===== src/design/sgx_pkg.sv =====
`default_nettype none

package sgx_pkg;

    // Fixed field widths of the result beat and the side register
    localparam int COORD_W     = 10;
    localparam int GRAD_W      = 11;
    localparam int SIDE_W      = 11;
    localparam int OUT_TDATA_W = 32;

    // Defaults for the top-level parameters and the reset value of the side
    localparam int MAX_SIDE_DEF   = 1024;
    localparam int PIXEL_BITS_DEF = 8;
    localparam int SIDE_RESET     = 512;

    // Result queue sizing
    localparam int QUEUE_DEPTH = 4;
    localparam int QPTR_W      = $clog2(QUEUE_DEPTH);
    localparam int QCNT_W      = $clog2(QUEUE_DEPTH + 1);

    typedef logic [COORD_W-1:0]     coord_t;
    typedef logic [GRAD_W-1:0]      grad_t;
    typedef logic [OUT_TDATA_W-1:0] out_tdata_t;

    // Position of a pixel within the frame
    typedef struct packed {
        logic row_first;
        logic row_interior;
        logic row_last;
        logic col_first;
        logic col_second;
        logic col_inner;
        logic col_last;
    } flags_t;

    typedef struct packed {
        coord_t row;
        coord_t col;
        grad_t  grad;
        logic   run_last;
        logic   frame_last;
    } result_t;

    // Up to two results produced by one pixel; v1 implies v0
    typedef struct packed {
        logic    v0;
        logic    v1;
        result_t r0;
        result_t r1;
    } emit_t;

    function automatic result_t mk_result(coord_t row, coord_t col, grad_t grad);
        result_t r;
        r.row        = row;
        r.col        = col;
        r.grad       = grad;
        r.run_last   = 1'b0;
        r.frame_last = 1'b0;
        return r;
    endfunction

endpackage

`default_nettype wire


===== src/design/sgx_emit.sv =====
`default_nettype none

module sgx_emit #(
    parameter int PIXEL_BITS = 8,
    parameter int CW         = 10
) (
    input  wire sgx_pkg::flags_t        flags,
    input  wire logic [CW-1:0]          row,
    input  wire logic [CW-1:0]          col,
    input  wire logic [PIXEL_BITS-1:0]  top,
    input  wire logic [PIXEL_BITS-1:0]  mid,
    input  wire logic [PIXEL_BITS-1:0]  pix,
    input  wire logic [PIXEL_BITS-1:0]  left_top,
    input  wire logic [PIXEL_BITS-1:0]  left_mid,
    input  wire logic [PIXEL_BITS-1:0]  left_bot,
    output sgx_pkg::emit_t              emit
);

    localparam int SUM_W = PIXEL_BITS + 2;
    localparam int WW    = (PIXEL_BITS + 3 > sgx_pkg::GRAD_W) ? PIXEL_BITS + 3 : sgx_pkg::GRAD_W;
    localparam logic signed [WW-1:0] G_MAX = WW'((1 << (sgx_pkg::GRAD_W - 1)) - 1);
    localparam logic signed [WW-1:0] G_MIN = WW'(-(1 << (sgx_pkg::GRAD_W - 1)));

    logic [SUM_W-1:0]        right_sum;
    logic [SUM_W-1:0]        left_sum;
    logic signed [WW-1:0]    diff;
    logic signed [WW-1:0]    diff_sat;
    sgx_pkg::grad_t          grad;
    sgx_pkg::coord_t         row_c;
    sgx_pkg::coord_t         row_up;
    sgx_pkg::coord_t         col_c;
    sgx_pkg::coord_t         col_left;
    sgx_pkg::coord_t         col_right;
    logic                    frame_end;

    // Column sums weighted 1-2-1, right minus left, clamp to the result range
    always_comb
    begin
        right_sum = SUM_W'(top) + (SUM_W'(mid) << 1) + SUM_W'(pix);
        left_sum  = SUM_W'(left_top) + (SUM_W'(left_mid) << 1) + SUM_W'(left_bot);
        diff      = signed'(WW'(right_sum)) - signed'(WW'(left_sum));
        if (diff > G_MAX)
        begin
            diff_sat = G_MAX;
        end
        else if (diff < G_MIN)
        begin
            diff_sat = G_MIN;
        end
        else
        begin
            diff_sat = diff;
        end
        grad = diff_sat[sgx_pkg::GRAD_W-1:0];
    end

    // Coordinates of the results this pixel can release
    assign row_c     = sgx_pkg::coord_t'(row);
    assign row_up    = sgx_pkg::coord_t'(row - CW'(1));
    assign col_c     = sgx_pkg::coord_t'(col);
    assign col_left  = sgx_pkg::coord_t'(col - CW'(1));
    assign col_right = sgx_pkg::coord_t'(col + CW'(1));
    assign frame_end = flags.row_last & flags.col_last;

    // Pick the results in emission order, then mark the last one
    always_comb
    begin
        emit    = '0;
        if (flags.row_first)
        begin
            emit.v0 = 1'b1;
            emit.r0 = sgx_pkg::mk_result('0, col_c, '0);
        end
        else if (flags.row_interior)
        begin
            if (flags.col_first)
            begin
                emit.v0 = 1'b1;
                emit.r0 = sgx_pkg::mk_result(row_up, '0, '0);
                if (flags.row_last)
                begin
                    emit.v1 = 1'b1;
                    emit.r1 = sgx_pkg::mk_result(row_c, '0, '0);
                end
            end
            else if (flags.col_second)
            begin
                if (flags.row_last)
                begin
                    emit.v0 = 1'b1;
                    emit.r0 = sgx_pkg::mk_result(row_c, sgx_pkg::coord_t'(1), '0);
                    emit.v1 = 1'b1;
                    emit.r1 = sgx_pkg::mk_result(row_c, sgx_pkg::coord_t'(2), '0);
                end
            end
            else if (flags.col_inner)
            begin
                emit.v0 = 1'b1;
                emit.r0 = sgx_pkg::mk_result(row_up, col_left, grad);
                if (flags.col_last)
                begin
                    emit.v1 = 1'b1;
                    emit.r1 = sgx_pkg::mk_result(row_up, col_c, '0);
                end
                else if (flags.row_last)
                begin
                    emit.v1 = 1'b1;
                    emit.r1 = sgx_pkg::mk_result(row_c, col_right, '0);
                end
            end
        end

        if (emit.v1)
        begin
            emit.r1.run_last   = 1'b1;
            emit.r1.frame_last = frame_end;
        end
        else if (emit.v0)
        begin
            emit.r0.run_last   = 1'b1;
            emit.r0.frame_last = frame_end;
        end
    end

endmodule

`default_nettype wire


===== config.mk =====
export PLATFORM = sky130hd
export DESIGN_NAME = sgx_emit
export DESIGN_NICKNAME = d
export VERILOG_FILES = /design/src/design/sgx_pkg.sv /design/src/design/sgx_emit.sv
export SDC_FILE = /design/constraint.sdc
export NUM_CORES = 1
export LEC_CHECK = 0
export ABC_CLOCK_PERIOD_IN_PS = 4600
export BUFFER_PORTS_ARGS = -buffer_cell sky130_fd_sc_hd__buf_2
export CORE_MARGIN = 2
export CORE_UTILIZATION = 30
export DETAILED_ROUTE_END_ITERATION = 16
export SETUP_SLACK_MARGIN = 0.4
export SYNTH_ARGS = -nofsm -noshare
export SYNTH_HDL_FRONTEND = slang
export SYNTH_SLANG_ARGS = --single-unit

===== constraint.sdc =====
create_clock -name vclk -period 4.6
set_input_delay 0.69 -clock vclk [all_inputs]
set_output_delay 0.69 -clock vclk [all_outputs]
set_load 0.01 [all_outputs]

### Word-level counts from Yosys, hierarchy flattened

Index checks and enable logic that the tools add are counted.

| operators by class | value |
|---|---|
| $add $sub $neg | 8 |
| multipliers | 0 |
| divide/modulo/power cells | 0 |
| order comparisons | 2 |
| equality and inequality tests | 0 |
| shift operators | 0 |
| muxes and demuxes | 19 |
| bitwise logic cells | 1 |
| reduce and logical (&&, ||, !) cells | 0 |

Operators with widths:

| cell | count |
|---|---|
| two-way mux 68 bit | 5 |
| two-way mux 33 bit | 5 |
| two-way mux 11 bit | 2 |
| adder 10 x 8 -> 10 bit | 2 |
| adder 8 x 9 -> 10 bit | 2 |
| subtractor 10 x 1 -> 10 bit (second input constant) | 2 |
| > comparator 11 bit (second input constant) | 1 |
| < comparator 11 bit (second input constant) | 1 |
| subtractor 10 x 10 -> 11 bit | 1 |
| adder 10 x 1 -> 10 bit (second input constant) | 1 |
| two-way mux 2 bit | 3 |
| two-way mux 1 bit | 4 |
| AND 1 bit | 1 |

| storage, ports and cells | value |
|---|---|
| bits in registers | 0 |
| latch bits | 0 |
| memory bits (writable) | 0 |
| bits in read-only memories | 0 |
| input port bits | 75 |
| output and inout bits | 68 |
| memories | 0 |

### Longest topological paths before layout

| depth | value |
|---|---|
| depth in word-level cells | 13 |
| gate-level depth with buffers | 13 |
| gate-level depth less buffers | 13 |

### Least setup slack after synthesis

OpenSTA, ideal clock, no wires.

| timing path | value |
|---|---|
| kind | input port to output port |
| from | input port left_top[2] |
| to | output port emit[45] in the netlist's numbering |
| arrival time | 3.775 ns |
| required time | 3.910 ns |
| slack | 0.135 ns |
| cell stages on the path | 11 |
| path buffers | 0 |
| cell sequence | inv_1 > fa_1 > fa_1 > inv_1 > fa_1 > inv_1 > ha_1 > a211oi_1 > o211ai_1 > a31o_2 > a211oi_1 |

RTL lines:

| element | RTL line | RTL |
|---|---|---|
| start: declaration | sgx_emit.sv:13 | `input wire logic [PIXEL_BITS-1:0] left_top,` |
| end: declaration | sgx_emit.sv:16 | `output sgx_pkg::emit_t emit` |

==> run summary <==
The number of antenna violations at the first check in global routing was 0. The mean number of vias per cell is 4.75. The wire length of the first global-routing pass is 11800 um. The count of input and output buffers is 132.

For this run, the detailed router's first-pass iteration total came to 5. The run finished with clean final reports. The wire length after detailed routing came out at 7220 um. The number of pins with negative max-slew slack in the final report is 0. The relative slew slack is 0.537. The overall power came out at 0.000959 W. The termination of the worst setup path is emit[44]. Setup repair after global routing could not meet its margin everywhere. After filler insertion, the fill cell instance count of the layout stands at 848.

Entering global routing, the biggest net connects 16 pins. The last weighted congestion value of the routability-driven placer came out at 0.847. The number of antenna diodes in the final layout is 0. In this run the mean area of a mapped cell was 6.91 um^2. The nature of the critical path startpoint is an input pin. In this run the count of I/O pins placed on the die edge is 143. The area of the core came out at 8220 um^2. The time the final worst path needs with I/O delays and setup came out at 4.45 ns. STA puts the critical path data arrival time at 3.76 ns.

Leaving out fill and tap cells, the most frequent cell in the layout is buf_2. The number of DRC violations after detailed routing is 0. The maximum ir drop on the vdd rail came out at 0.188 mV. The post-synthesis cell count came out at 369. The number of hold violations in the final report came to 0. The total setup violations reported at the end of the flow came out at 0.

The number of global-route vias before repair is 2661. The count of yosys warnings during synthesis came out at 0. The cell area that synthesis handed to floorplanning was 2550 um^2. The sequential standard cell area came out at 0 um^2. Power spread over the standard cell area amounts to 279 nW/um^2.

The horizontal die dimension is 96.2 um. The layout has 0 clock buffers. For this run, the top clock speed supported by timing is 225 MHz.

The min-delay analysis places its worst path in the category input pin to output port. The count of nets left with antenna violations after detail routing is 0. The fraction of layout cells with a size suffix above 1 is 0.342. The synthesis-to-layout area growth is 35.0%.

The number of rows in the core area came out at 33. The worst setup path is captured at an output port. The via total after detailed routing is 2824. The post-detailed-placement half-perimeter wirelength came out at 6100 um. The starting density of the core came out at 0.310. The floorplan step defined a die boundary enclosing 9260 um^2. The leftover overflow at the end of global routing came out at 0. The final sequential cell count is 0. The initial detailed-routing violation count is 139. In the global route stage, overall resource usage came out at 0.153. The critical path in this run is classified as input pin to output port. The actual transition at the worst max-transition pin is 0.691 ns. Across the run, the number of max-cap violations was 0.

In the layout the commonest cells are 129 x buf_2, 80 x inv_1, 34 x nor2_1. The final layout contains 612 nets. The critical-path maximum fanout is 2. The total negative slack for setup checks came out at 0 ns. Of the available clock period, the critical path in the final layout requires 0.967. Of the synthesized area, sequential elements account for 0. Counting distinct cell types in the post-synthesis netlist gives 49. The source of the critical timing path is left_top[2]. The data required time of the worst path came out at 3.91 ns. The static power due to leakage came out at 1.82 nW.

The routed length per instance came out at 12.2 um. From bottom edge to top edge, the die measures 96.2 um.
## final cells by class
class / count / area (um^2) / area share
inverter: 83 / 312 / 0.0905
multi-input combinational: 271 / 2300 / 0.668
timing repair buffer: 135 / 702 / 0.204
tap: 105 / 131 / 0.0382
## logic make-up (layout without fill, tap and decap cells)
family,count (synthesis),count (layout),synth area share
AND/OR/NAND/NOR,118,118,0.253
other,1,11,0.00147
adder cells (fa/ha/maj),46,46,0.317
XOR/XNOR,18,18,0.0618
multiplexers,3,3,0.0118
AO/OA/AOI/OAI,75,75,0.175
buffers and inverters,108,218,0.180
## critical path, cell delays in order
cell       delay, ns
buf_2           0.08
inv_1           0.05
fa_1            0.49
fa_1            0.50
inv_1           0.05
fa_1            0.50
inv_2           0.06
fa_2            0.37
a21oi_4         0.18
o2111ai_2       0.17
o31ai_2         0.23
mux2i_1         0.24
buf_2           0.16
## synthesized netlist by cell type (2+ instances only)
| cell | count | area [um^2] |
|---|---|---|
| and3_1 | 2 | 12.5 |
| buf_4 | 12 | 90.1 |
| and2_1 | 4 | 25.0 |
| nor4_1 | 2 | 12.5 |
| xor2_1 | 6 | 52.6 |
| fa_1 | 31 | 621 |
| a211oi_1 | 5 | 37.5 |
| o21bai_1 | 2 | 15.0 |
| a21o_1 | 2 | 15.0 |
| nand2b_1 | 6 | 37.5 |
| or3_1 | 14 | 87.6 |
| nor3_1 | 5 | 25.0 |
| nor3b_1 | 4 | 30.0 |
| nand3_1 | 9 | 45.0 |
| a22oi_1 | 2 | 15.0 |
| a31oi_1 | 2 | 12.5 |
| clkbuf_1 | 9 | 33.8 |
| and3b_1 | 2 | 17.5 |
| a21oi_1 | 29 | 145 |
| nand2_1 | 18 | 67.6 |
| buf_2 | 2 | 10.0 |
| or4_4 | 2 | 22.5 |
| nor2b_1 | 3 | 18.8 |
| nor3_2 | 2 | 20.0 |
| ha_1 | 15 | 188 |
| o21ai_0 | 21 | 105 |
| mux2i_1 | 3 | 30.0 |
| nand4b_1 | 2 | 17.5 |
| a311oi_1 | 3 | 26.3 |
| inv_1 | 83 | 312 |
| nand3b_1 | 2 | 15.0 |
| o211ai_1 | 3 | 22.5 |
| nand4_1 | 2 | 12.5 |
| nor2_1 | 34 | 128 |
| xnor2_1 | 12 | 105 |
## how the worst min path moves through the flow
stage            from  endpoint  slack (ns)  depth (start not counted)
2_1_floorplan  row[0]  emit[56]        1.46                          1
3_3_place_gp   row[8]  emit[64]        1.74                          3
3_5_place_dp   row[8]  emit[64]        1.73                          3
4_1_cts        row[8]  emit[64]        1.74                          3
5_1_grt        col[9]  emit[22]        1.77                          4
6_report       row[8]  emit[64]        1.74                          3
## per-layer routing
metal | wire length (um) | vias up | global-route usage
met5 | 0 | - | 0
met4 | 16 | 0 | 0.00952
li1 | - | 1412 | -
met1 | 3140 | 1320 | 0.203
met2 | 3580 | 90 | 0.278
met3 | 486 | 2 | 0.0149
## power by group
group | switching [W] | leakage [nW] | internal, W
Sequential | 0 | 0 | 0
Clock | 0 | 0 | 0
Combinational | 0.000490 | 1.82 | 0.000469
## per-stage QoR
step | utilization | hold WS, ns | cell area [um^2] | setup slack [ns] | std cells
5_1_grt | 0.419 | 1.77 | 3440 | 0.0115 | 594
4_1_cts | 0.414 | 1.74 | 3400 | 0.152 | 594
2_1_floorplan | - | 1.46 | 2640 | 0.400 | 379
3_3_place_gp | 0.401 | 1.74 | 3290 | 0.0804 | 592
6_report | 0.419 | 1.74 | 3440 | 0.154 | 594
3_5_place_dp | 0.401 | 1.73 | 3290 | 0.0493 | 592
## what timing repair did
action | in CTS | in global routing
pin swaps | 29 | 2
hold buffers | 0 | 0
gates resized for setup | 15 | 6
setup endpoints to repair | 6 | 7
buffers inserted | 2 | 0
(Power assumes the default switching activity.)
