`config.mk`:
```
export PLATFORM = sky130hd
export DESIGN_NAME = sgx_out_queue
export DESIGN_NICKNAME = d
export VERILOG_FILES = /design/src/design/sgx_pkg.sv /design/src/design/sgx_out_queue.sv
export SDC_FILE = /design/constraint.sdc
export NUM_CORES = 1
export LEC_CHECK = 0
export BUFFER_PORTS_ARGS = -buffer_cell sky130_fd_sc_hd__buf_2
export CORE_AREA = 2 2 145 104
export CTS_CLUSTER_DIAMETER = 150
export CTS_CLUSTER_SIZE = 24
export DETAILED_ROUTE_END_ITERATION = 6
export DIE_AREA = 0 0 147 106
export GPL_TIMING_DRIVEN = 0
export PLACE_DENSITY = 0.76
export SYNTH_ARGS = -nofsm -noshare
export SYNTH_HDL_FRONTEND = slang
export SYNTH_SLANG_ARGS = --single-unit
```
`constraint.sdc`:
```
create_clock -name clk -period 2.69 [get_ports clk]
set_input_delay 0.1345 -clock clk [delete_from_list [all_inputs] [get_ports clk]]
set_output_delay 0.1345 -clock clk [all_outputs]
set_load 0.005 [all_outputs]
```
`src/design/sgx_pkg.sv`:
```
`default_nettype none

package sgx_pkg;

    // Fixed field widths of the result beat and the side register
    localparam int COORD_W     = 10;
    localparam int GRAD_W      = 11;
    localparam int SIDE_W      = 11;
    localparam int OUT_TDATA_W = 32;

    // Defaults for the top-level parameters and the reset value of the side
    localparam int MAX_SIDE_DEF   = 1024;
    localparam int PIXEL_BITS_DEF = 8;
    localparam int SIDE_RESET     = 512;

    // Result queue sizing
    localparam int QUEUE_DEPTH = 4;
    localparam int QPTR_W      = $clog2(QUEUE_DEPTH);
    localparam int QCNT_W      = $clog2(QUEUE_DEPTH + 1);

    typedef logic [COORD_W-1:0]     coord_t;
    typedef logic [GRAD_W-1:0]      grad_t;
    typedef logic [OUT_TDATA_W-1:0] out_tdata_t;

    // Position of a pixel within the frame
    typedef struct packed {
        logic row_first;
        logic row_interior;
        logic row_last;
        logic col_first;
        logic col_second;
        logic col_inner;
        logic col_last;
    } flags_t;

    typedef struct packed {
        coord_t row;
        coord_t col;
        grad_t  grad;
        logic   run_last;
        logic   frame_last;
    } result_t;

    // Up to two results produced by one pixel; v1 implies v0
    typedef struct packed {
        logic    v0;
        logic    v1;
        result_t r0;
        result_t r1;
    } emit_t;

    function automatic result_t mk_result(coord_t row, coord_t col, grad_t grad);
        result_t r;
        r.row        = row;
        r.col        = col;
        r.grad       = grad;
        r.run_last   = 1'b0;
        r.frame_last = 1'b0;
        return r;
    endfunction

endpackage

`default_nettype wire

```
`src/design/sgx_out_queue.sv`:
```
`default_nettype none

module sgx_out_queue (
    input  wire logic             clk,
    input  wire logic             rst_n,
    input  wire logic             push_en,
    input  wire sgx_pkg::emit_t   push,
    output logic                  room,
    output logic                  out_valid,
    input  wire logic             out_ready,
    output sgx_pkg::result_t      out_data
);

    localparam int DEPTH = sgx_pkg::QUEUE_DEPTH;
    localparam int PW    = sgx_pkg::QPTR_W;
    localparam int CNTW  = sgx_pkg::QCNT_W;

    sgx_pkg::result_t  entry_reg [DEPTH];
    logic [PW-1:0]     wr_ptr_reg;
    logic [PW-1:0]     wr_ptr_next;
    logic [PW-1:0]     rd_ptr_reg;
    logic [PW-1:0]     rd_ptr_next;
    logic [CNTW-1:0]   cnt_reg;
    logic [CNTW-1:0]   cnt_next;
    logic              push0;
    logic              push1;
    logic              pop;
    logic [1:0]        push_n;

    assign push0     = push_en & push.v0;
    assign push1     = push_en & push.v1;
    assign push_n    = {1'b0, push0} + {1'b0, push1};
    assign out_valid = (cnt_reg != '0);
    assign pop       = out_valid & out_ready;
    assign out_data  = entry_reg[rd_ptr_reg];

    // Room for a full pair of results
    assign room = (cnt_reg <= CNTW'(DEPTH - 2));

    // Advance pointers and fill level
    always_comb
    begin
        wr_ptr_next = wr_ptr_reg + PW'(push_n);
        rd_ptr_next = rd_ptr_reg + PW'(pop);
        cnt_next    = cnt_reg + CNTW'(push_n) - CNTW'(pop);
    end

    always_ff @(posedge clk or negedge rst_n)
    begin
        if (!rst_n)
        begin
            wr_ptr_reg <= '0;
            rd_ptr_reg <= '0;
            cnt_reg    <= '0;
        end
        else
        begin
            wr_ptr_reg <= wr_ptr_next;
            rd_ptr_reg <= rd_ptr_next;
            cnt_reg    <= cnt_next;
        end
    end

    // Store up to two results per cycle
    always_ff @(posedge clk)
    begin
        if (push0)
        begin
            entry_reg[wr_ptr_reg] <= push.r0;
        end
        if (push1)
        begin
            entry_reg[wr_ptr_reg + PW'(1)] <= push.r1;
        end
    end

endmodule

`default_nettype wire

```
# After elaboration in Yosys (flattened, before gate mapping)
# Memories as Yosys holds them, arrays and structs flattened.
# Index checks and enable logic that the tools add are counted.
[totals]
wordCells = 19
input_bits = 72
reg_bits = 7
memories = 1
ram_bits = 132
[classes]
add_sub_neg = 6
n_bitwise = 3
muxes = 4
n_lt_le_gt_ge = 1
reduce_logical = 1
[memory_table]
columns = ["memory", "words", "width", "read_ports", "rd_clocked_by_memory_dff", "write_ports", "line_no", "text"]
rows = [
  ["entry_reg", 4, 33, 1, 0, 2, "sgx_out_queue.sv:18", "sgx_pkg::result_t entry_reg [DEPTH];"],
]
[op_table]
columns = ["operator", "count"]
rows = [
  ["$mux W1", 4],
  ["$add A3 B2 Y3", 1],
  ["$and A1 B1 Y1", 3],
  ["$le A3 B2 Y1 const B", 1],
  ["$reduce_bool A3 Y1", 1],
  ["$sub A3 B1 Y3", 1],
  ["$add A1 B1 Y2", 1],
  ["$add A2 B1 Y2", 1],
  ["$add A2 B1 Y2 const B", 1],
  ["$add A2 B2 Y2", 1],
]

# Depth between registers and ports, before layout
# Gate-level depths: netlist of the first run.
[logic_depth]
depth_word = 4
depth_mapped = 9
depth_no_buf = 8

# Least setup slack after synthesis of the first run
# No wires, ideal clock.
[synth_timing]
path_kind = "reg2reg"
startpoint = "register wr_ptr_reg[1]"
endpoint = "memory entry_reg[0][0] in the netlist's numbering, enable pin"
t_required_ns = 2.263
n_path_buf = 1
arrival_time_ns = 2.285
setup_slack_ns = -0.022
setup_ns = 0.427
stages_incl_launch_ff = 5
cell_sequence = "dfrtp_1 buf_4 nor3b_1 a31oi_1 nor2b_1"
[synth_lines]
columns = ["item", "line_no", "text"]
rows = [
  ["start, declared", "sgx_out_queue.sv:19", "logic [PW-1:0] wr_ptr_reg;"],
  ["start signal, assigned", "sgx_out_queue.sv:58", "wr_ptr_reg <= wr_ptr_next;"],
  ["end, declared", "sgx_out_queue.sv:18", ""],
]

==> impl_metrics.toml, run 1 <==
[timing]
hold_ws_ns = 0.0565
worstMarginPinSlew_ns = 0.716
fmax_ghz = 0.451
drv_slew = 0
final_hold_viol_count = 0
setup_viol = 0
layout_min_cycle_time_ns = 2.22
rsz0062_at_grt = "false"
slew_headroom_pct = 52.3
finClkSkew_ns = 0.00873
fin_crit_sh_pct = 82.4

[grt]
gr-usage-all-layers_pct = 20.3
grt_pass1_vias = 4138
grt_pass1_wl_um = 23100
grt-ovfl-total = 0
antenna_found_initial = 5
grt_start_max_net_pins = 28

[routing]
viasPerCell = 5.47
wl_met1_um = 6180
wire_per_inst_um = 21.1
postRouteAntennaNets = 0
drtIter0Drc = 261
vias = 3861
first_pass_iters = 4
wl_met3_um = 963
drt-total-wl_um = 14900
highest_layer = "met5"
dr_wl_met2_um = 7540
drc = 0

[synth]
ys_top_cells_by_area = "edfxtp_1 55%, mux2_4 19%, mux4_2 10%"
syn-num-nets = 442
syn_inst = 366
synth_top_area_cell = "edfxtp_1"
synth_edf_count = 132
ys_seq_area_share_pct = 57.0
ys_ff_latch = 139
synth_area_per_cell_um2 = 19.8
yosys_warnings = 0
ys_async_sr_fraction_pct = 5.04
syn_area_um2 = 7260
synthDistinctLibCells = 32
synth_top_cell_area_share_pct = 54.6
synth-main-ff-cell = "edfxtp_1"

[worst_setup_path]
cpMostUsedCell = "buf_2"
regToRegEndpoint = "cnt_reg[2]$_DFF_PN0_"
arrival_ns = 2.08
crit_cells = 4
cp-start-kind = "flip-flop"
max_stage_delay_ns = 0.57
critPathKind = "reg2out"
critPathBufInv = 3
startpoint = "rd_ptr_reg[1]$_DFF_PN0_"
cp-end-kind = "output pin"
critical_path.cell_chain = "buf_2 -> clkbuf_1 -> mux4_2 -> buf_2"
worstReg2RegStart = "cnt_reg[2]$_DFF_PN0_"
path_delay_family = "buffers and inverters"
reg2reg_setup_slack_ns = 0.55
r2r_cells = 8
endpoint = "out_data[12]"
slowest_stage = "clkbuf_1"
worstPathRequired_ns = 2.56
worstPathMaxFanout = 10

[placed_design]
gp_congestion = 0.700
dp_hpwl_um = 9950
io_buffers = 105

[cts]
clockBufferDepth = 2
clock_latency_ns = 0.41
clkSinkCount = 139
cts_setup_buffers = 0
cts-buffers-inserted = 17
cts_max_level = 4
postCtsHoldBufs = 1
ctsResizeCount = 0
cts_root_buffer = "clkbuf_16"
cts_tree = "yes"
path_clk_slew_ns = 0.06

[floorplanning]
rows = 37
fp.dieH_um = 106
start_util_pct = 50.6
fp.dieW_um = 147
die-area_um2 = 15600
io_pins = 107
core-area_um2 = 14400

[status]
status = "finished clean"

[power_and_ir_drop]
p_leak_nw = 3.57
p_total_w = 0.00824
vdd_drop_max_v = 0.000502
power_density_nw_per_um2 = 935

[flow_run]
max-cap-violations = 0

[layout]
fin_nets = 571
drive_gt1_share_pct = 65.9
largest_register_ff_count = 132
areaGrowthSynthToFinish_pct = 21.4

[hold_path]
hp-class = "in2reg"
[synthesized netlist by cell type (2+ instances only)]
library cell / count
and2_1: 3
buf_2: 3
buf_4: 5
buf_6: 14
clkbuf_1: 2
dfrtp_1: 7
edfxtp_1: 132
ha_1: 3
inv_1: 3
mux2_2: 42
mux2_4: 90
mux4_2: 33
nand2_1: 4
nand4b_4: 2
xnor2_1: 4
xor2_1: 3
[worst min path at each step]
stage | start | endpoint | cells after the start
floorplan | rst_n | cnt_reg[0]$_DFF_PN0_ | 0
global placement | rst_n | cnt_reg[0]$_DFF_PN0_ | 1
detailed placement | rst_n | cnt_reg[0]$_DFF_PN0_ | 1
CTS | push[1] | entry_reg[3][1]$_DFFE_PP_ | 2
global route | push[49] | entry_reg[0][16]$_DFFE_PP_ | 2
finish | push[22] | entry_reg[2][22]$_DFFE_PP_ | 2
[logic make-up (layout without fill, tap and decap cells)]
group                    after synthesis  count (layout)  synth area share, %
multiplexers                         166             166                 35.5
flip-flops                           139             139                 57.0
buffers and inverters                 27             169                 3.15
AND/OR/NAND/NOR                       19              19                 2.38
XOR/XNOR                               7               7                0.844
adder cells (fa/ha/maj)                5               5                0.930
AO/OA/AOI/OAI                          3               3                0.224
other                                  0               3                    0
[worst reg2reg max path, stage by stage, from the launching register on]
cell     delay (ns)
dfrtp_1        0.40
or3_1          0.39
and2_1         0.21
xnor2_1        0.17
ha_1           0.16
inv_1          0.05
fa_1           0.37
xor2_1         0.16
xnor2_1        0.12
[layer usage]
layer / vias up / global-route usage, %
met5: - / 0
met4: 4 / 6.87
met3: 16 / 5.92
met2: 127 / 33.9
met1: 1966 / 25.6
li1: 1748 / -
[report_power, final]
group / leakage (nW) / switching, W / internal (W)
clock: 0.313 / 0.000909 / 0.00166
sequential: 1.29 / 0.000100 / 0.00286
combinational: 1.96 / 0.00128 / 0.00144
[through the flow]
stage | setup WS, ns | setup TNS, ns | area (um2) | utilization, % | instances
final | 0.472 | 0 | 8820 | 61.5 | 706
after global routing | 0.400 | 0 | 8810 | 61.4 | 704
after CTS | 0.449 | 0 | 8810 | 61.4 | 703
after detailed placement | 0.573 | 0 | 8150 | 56.8 | 670
after global placement | -1.21 | -45.44 | 8040 | 56.0 | 666
after floorplan | 0.0459 | 0 | 7270 | - | 366
[cell usage in the layout, fill, tap and decap left out, types with 5 or more instances in the layout]
| master | netlist | layout |
|---|---|---|
| buf_2 | 3 | 108 |
| buf_4 | 5 | 5 |
| buf_6 | 14 | 14 |
| bufinv_16 | 0 | 5 |
| clkbuf_16 | 0 | 17 |
| dfrtp_1 | 7 | 7 |
| edfxtp_1 | 132 | 132 |
| mux2_2 | 42 | 42 |
| mux2_4 | 90 | 90 |
| mux4_2 | 33 | 33 |
[final cells by class]
type	instances	area (um2)
flip-flops and latches	139	4140
clock inverters	13	215
inverters	3	11.3
well taps	195	244
fillers	1066	5530
plain buffers	24	218
repair buffers	110	638
diodes	3	7.51
clock buffers	19	433
multi-input cells	200	2910
Note: power is estimated with default switching activity, not from simulation.
==> inputs of run 2 (changes only) <==
--- a/config.mk
+++ b/config.mk
@@ -5,12 +5,13 @@
 export SDC_FILE = /design/constraint.sdc
 export NUM_CORES = 1
 export LEC_CHECK = 0
+export ABC_AREA = 1
 export BUFFER_PORTS_ARGS = -buffer_cell sky130_fd_sc_hd__buf_2
-export CORE_AREA = 2 2 145 104
+export CORE_AREA = 2 2 140 101
 export CTS_CLUSTER_DIAMETER = 150
 export CTS_CLUSTER_SIZE = 24
 export DETAILED_ROUTE_END_ITERATION = 6
-export DIE_AREA = 0 0 147 106
+export DIE_AREA = 0 0 142 103
 export GPL_TIMING_DRIVEN = 0
 export PLACE_DENSITY = 0.76
 export SYNTH_ARGS = -nofsm -noshare
==> constraint.sdc (replaced) <==
create_clock -name clk -period 2.2 [get_ports clk]
set_input_delay 0.11 -clock clk [delete_from_list [all_inputs] [get_ports clk]]
set_output_delay 0.11 -clock clk [all_outputs]
set_load 0.005 [all_outputs]
==> run 2 against run 1 <==
  * Area after synthesis shrank 1.7%
  * Register-to-register slack lost 0.45 ns
  * Global-route usage grew 7.3 points
  * Synthesized cell count grew 110%
  * Total power is 19% higher
  * Die area fell by 6.1%
  * Sequential share of layout area rose by 1.1 points
  * Combinational power increased by 34%
  * Sequential power increased by 22%
  * Non-clock buffer count up 27
  * Core utilization rose by 2.6 points
  * Critical path type is now reg2reg
==> impl_metrics.toml, run 2 <==
[status]
status = "finished clean"

[worst_setup_path]
slowest_stage = "dfrtp_1"
critPathKind = "reg2reg"
cp-start-kind = "flip-flop"
r2r_cells = 4
worstPathRequired_ns = 2.32
crit_cells = 4
cp-end-kind = "flip-flop"
worstPathMaxFanout = 13
path_delay_family = "buffers and inverters"
startpoint = "wr_ptr_reg[0]$_DFF_PN0_"
regToRegEndpoint = "entry_reg[3][7]$_DFFE_PP_"
endpoint = "entry_reg[3][7]$_DFFE_PP_"
max_stage_delay_ns = 0.57
critPathBufInv = 2
arrival_ns = 2.22
worstReg2RegStart = "wr_ptr_reg[0]$_DFF_PN0_"
critical_path.cell_chain = "inv_2 -> nand3_2 -> clkbuf_1 -> o21ai_0"
reg2reg_setup_slack_ns = 0.10

[synth]
ys_top_cells_by_area = "edfxtp_1 55%, nand2_1 9.7%, o21ai_0 8.7%"
synth_common_cells = "184 x nand2_1, 132 x edfxtp_1, 124 x o21ai_0"
synth_edf_count = 132
ys_ff_latch = 139
synth_area_per_cell_um2 = 9.28
synth-main-ff-cell = "edfxtp_1"
synthDistinctLibCells = 28
yosys_warnings = 0
syn_inst = 770
synth_top_area_cell = "edfxtp_1"
synth_top_cell_area_share_pct = 55.5
yosysMostFrequentCell = "nand2_1"
ys_seq_area_share_pct = 57.9
ys_async_sr_fraction_pct = 5.04
syn_area_um2 = 7140
syn-num-nets = 846

[layout]
fill_cells = 1068
areaGrowthSynthToFinish_pct = 20.7
final_common_cell = "nand2_1"
instances_no_fill = 1083
num_antenna_cells = 0
largest_register_ff_count = 132
drive_gt1_share_pct = 20.3
final_cell_mix = "184 x nand2_1, 132 x edfxtp_1, 123 x o21ai_0, 119 x buf_2, 109 x inv_1"
fin_nets = 976
fin_area_um2 = 8620

[grt]
antenna_found_initial = 0
grt_pass1_wl_um = 29400
grt_pass1_vias = 5554
grt-ovfl-total = 0
grt_start_max_net_pins = 21
gr-usage-all-layers_pct = 27.5

[routing]
postRouteAntennaNets = 0
viasPerCell = 5.52
drt-total-wl_um = 19100
drc = 0
first_pass_iters = 6
drtIter0Drc = 506
vias = 5978
wire_per_inst_um = 17.7

[timing]
final_hold_viol_count = 0
layout_setup_ws_ns = 0.103
hold_ws_ns = 0.0198
finClkSkew_ns = 0.00465
tns_ns = 0
slew_headroom_pct = 40.6
drv_slew = 0
layout_min_cycle_time_ns = 2.10
worstMarginPinSlew_ns = 0.887
setup_viol = 0
fmax_ghz = 0.477
fin_crit_sh_pct = 95.3

[power_and_ir_drop]
swShare_pct = 36.0
p_leak_nw = 3.85
p_switching_w = 0.00352
combPwrFrac_pct = 37.2
power_frac_seq_pct = 36.8
power_density_nw_per_um2 = 1130
internal_power_w = 0.00626
vdd_drop_max_v = 0.000736
clkPwrFrac_pct = 26.0

[cts]
clockBufferDepth = 2
cts-buffers-inserted = 17
cts_root_buffer = "clkbuf_16"
cts_setup_buffers = 0
path_clk_slew_ns = 0.06
clock_latency_ns = 0.42
clkSinkCount = 139
cts_tree = "yes"
cts_max_level = 4

[floorplanning]
core-area_um2 = 13500
fp.dieW_um = 142
io_pins = 107
start_util_pct = 53.0
rows = 36
fp.dieH_um = 103
die-area_um2 = 14600

[placed_design]
io_buffers = 106
dp.cells = 1053
place_ws_ns = -0.0823
dp_hpwl_um = 13200
dpl_cell_area_um2 = 8080
gp_congestion = 0.820

[flow_run]
max-cap-violations = 0

[hold_path]
hp-class = "in2reg"
## run 2: cell count changes after synthesis, moves of 33 or more
cell and delta:
nand2_1 +180, o21ai_0 +123, inv_1 +106, mux2_4 -90, a21oi_1 +59, mux2_2 -42
mux4_2 -33, nor2_1 +33, o211ai_1 +33
## run 2: timing repair
| item | CTS | global route |
|---|---|---|
| hold buffers | 2 | 0 |
| endpoints found under the hold margin | 8 | 0 |
| endpoints found under the setup margin | 30 | 42 |
| gates resized for setup | 1 | 4 |
## run 2: cells by family after synthesis
group                      after synthesis  synth area share (%)
AOI/OAI and AO/OA                      236                  18.1
xor gates and xnor gates                 2                 0.245
adders and majority gates                4                 0.806
buffers and inverters                  161                  10.4
DFF                                    139                  57.9
and+or+nand+nor                        228                  12.5
## run 2: worst min-delay path by stage
stage,start,endpoint,slack (ns),cells past startpoint
finish,push[50],entry_reg[2][17]$_DFFE_PP_,0.02,3
detailed placement,rst_n,wr_ptr_reg[1]$_DFF_PN0_,-0.05,1
global route,push[60],entry_reg[3][27]$_DFFE_PP_,0.03,3
floorplan,rst_n,cnt_reg[0]$_DFF_PN0_,-0.19,0
CTS,push[50],entry_reg[2][17]$_DFFE_PP_,0.001,3
global placement,rst_n,wr_ptr_reg[1]$_DFF_PN0_,-0.05,1
## run 2: through the flow
step,util (%),total power (W)
2_1_floorplan,-,0.00569
3_3_place_gp,58.7,0.00701
3_5_place_dp,60.0,0.00724
4_1_cts,63.9,0.00977
5_1_grt,64.0,0.0104
6_report,64.0,0.00978
## run 2: power groups by stage
stage          sequential, W  combinational, W  clock [W]
6_report             0.00360           0.00364    0.00254
5_1_grt              0.00363           0.00407    0.00265
4_1_cts              0.00359           0.00362    0.00255
3_5_place_dp         0.00365           0.00359          0
3_3_place_gp         0.00365           0.00336          0
2_1_floorplan        0.00361           0.00208          0
## run 2: per-layer routing
layer | track usage, % | routed length, um
met4 | 10.7 | 385
met2 | 42.7 | 8660
met5 | 0 | 0
met3 | 7.15 | 2150
met1 | 37.7 | 7940
## run 2: layout make-up
cell class / count / area (um2) / share of cell area, %
plain buffers: 47 / 318 / 3.69
clock buffers: 19 / 433 / 5.02
well taps: 171 / 214 / 2.48
repair buffers: 114 / 691 / 8.01
multi-input cells: 470 / 2330 / 27.0
flip-flops and latches: 139 / 4140 / 48.0
clock inverters: 12 / 82.6 / 0.958
inverters: 111 / 418 / 4.85
## run 2: worst register-to-register path, cell delays in order (launching register included)
cell and delay, ns:
dfrtp_1 0.57, inv_2 0.15, nand3_2 0.31, clkbuf_1 0.55
o21ai_0 0.23
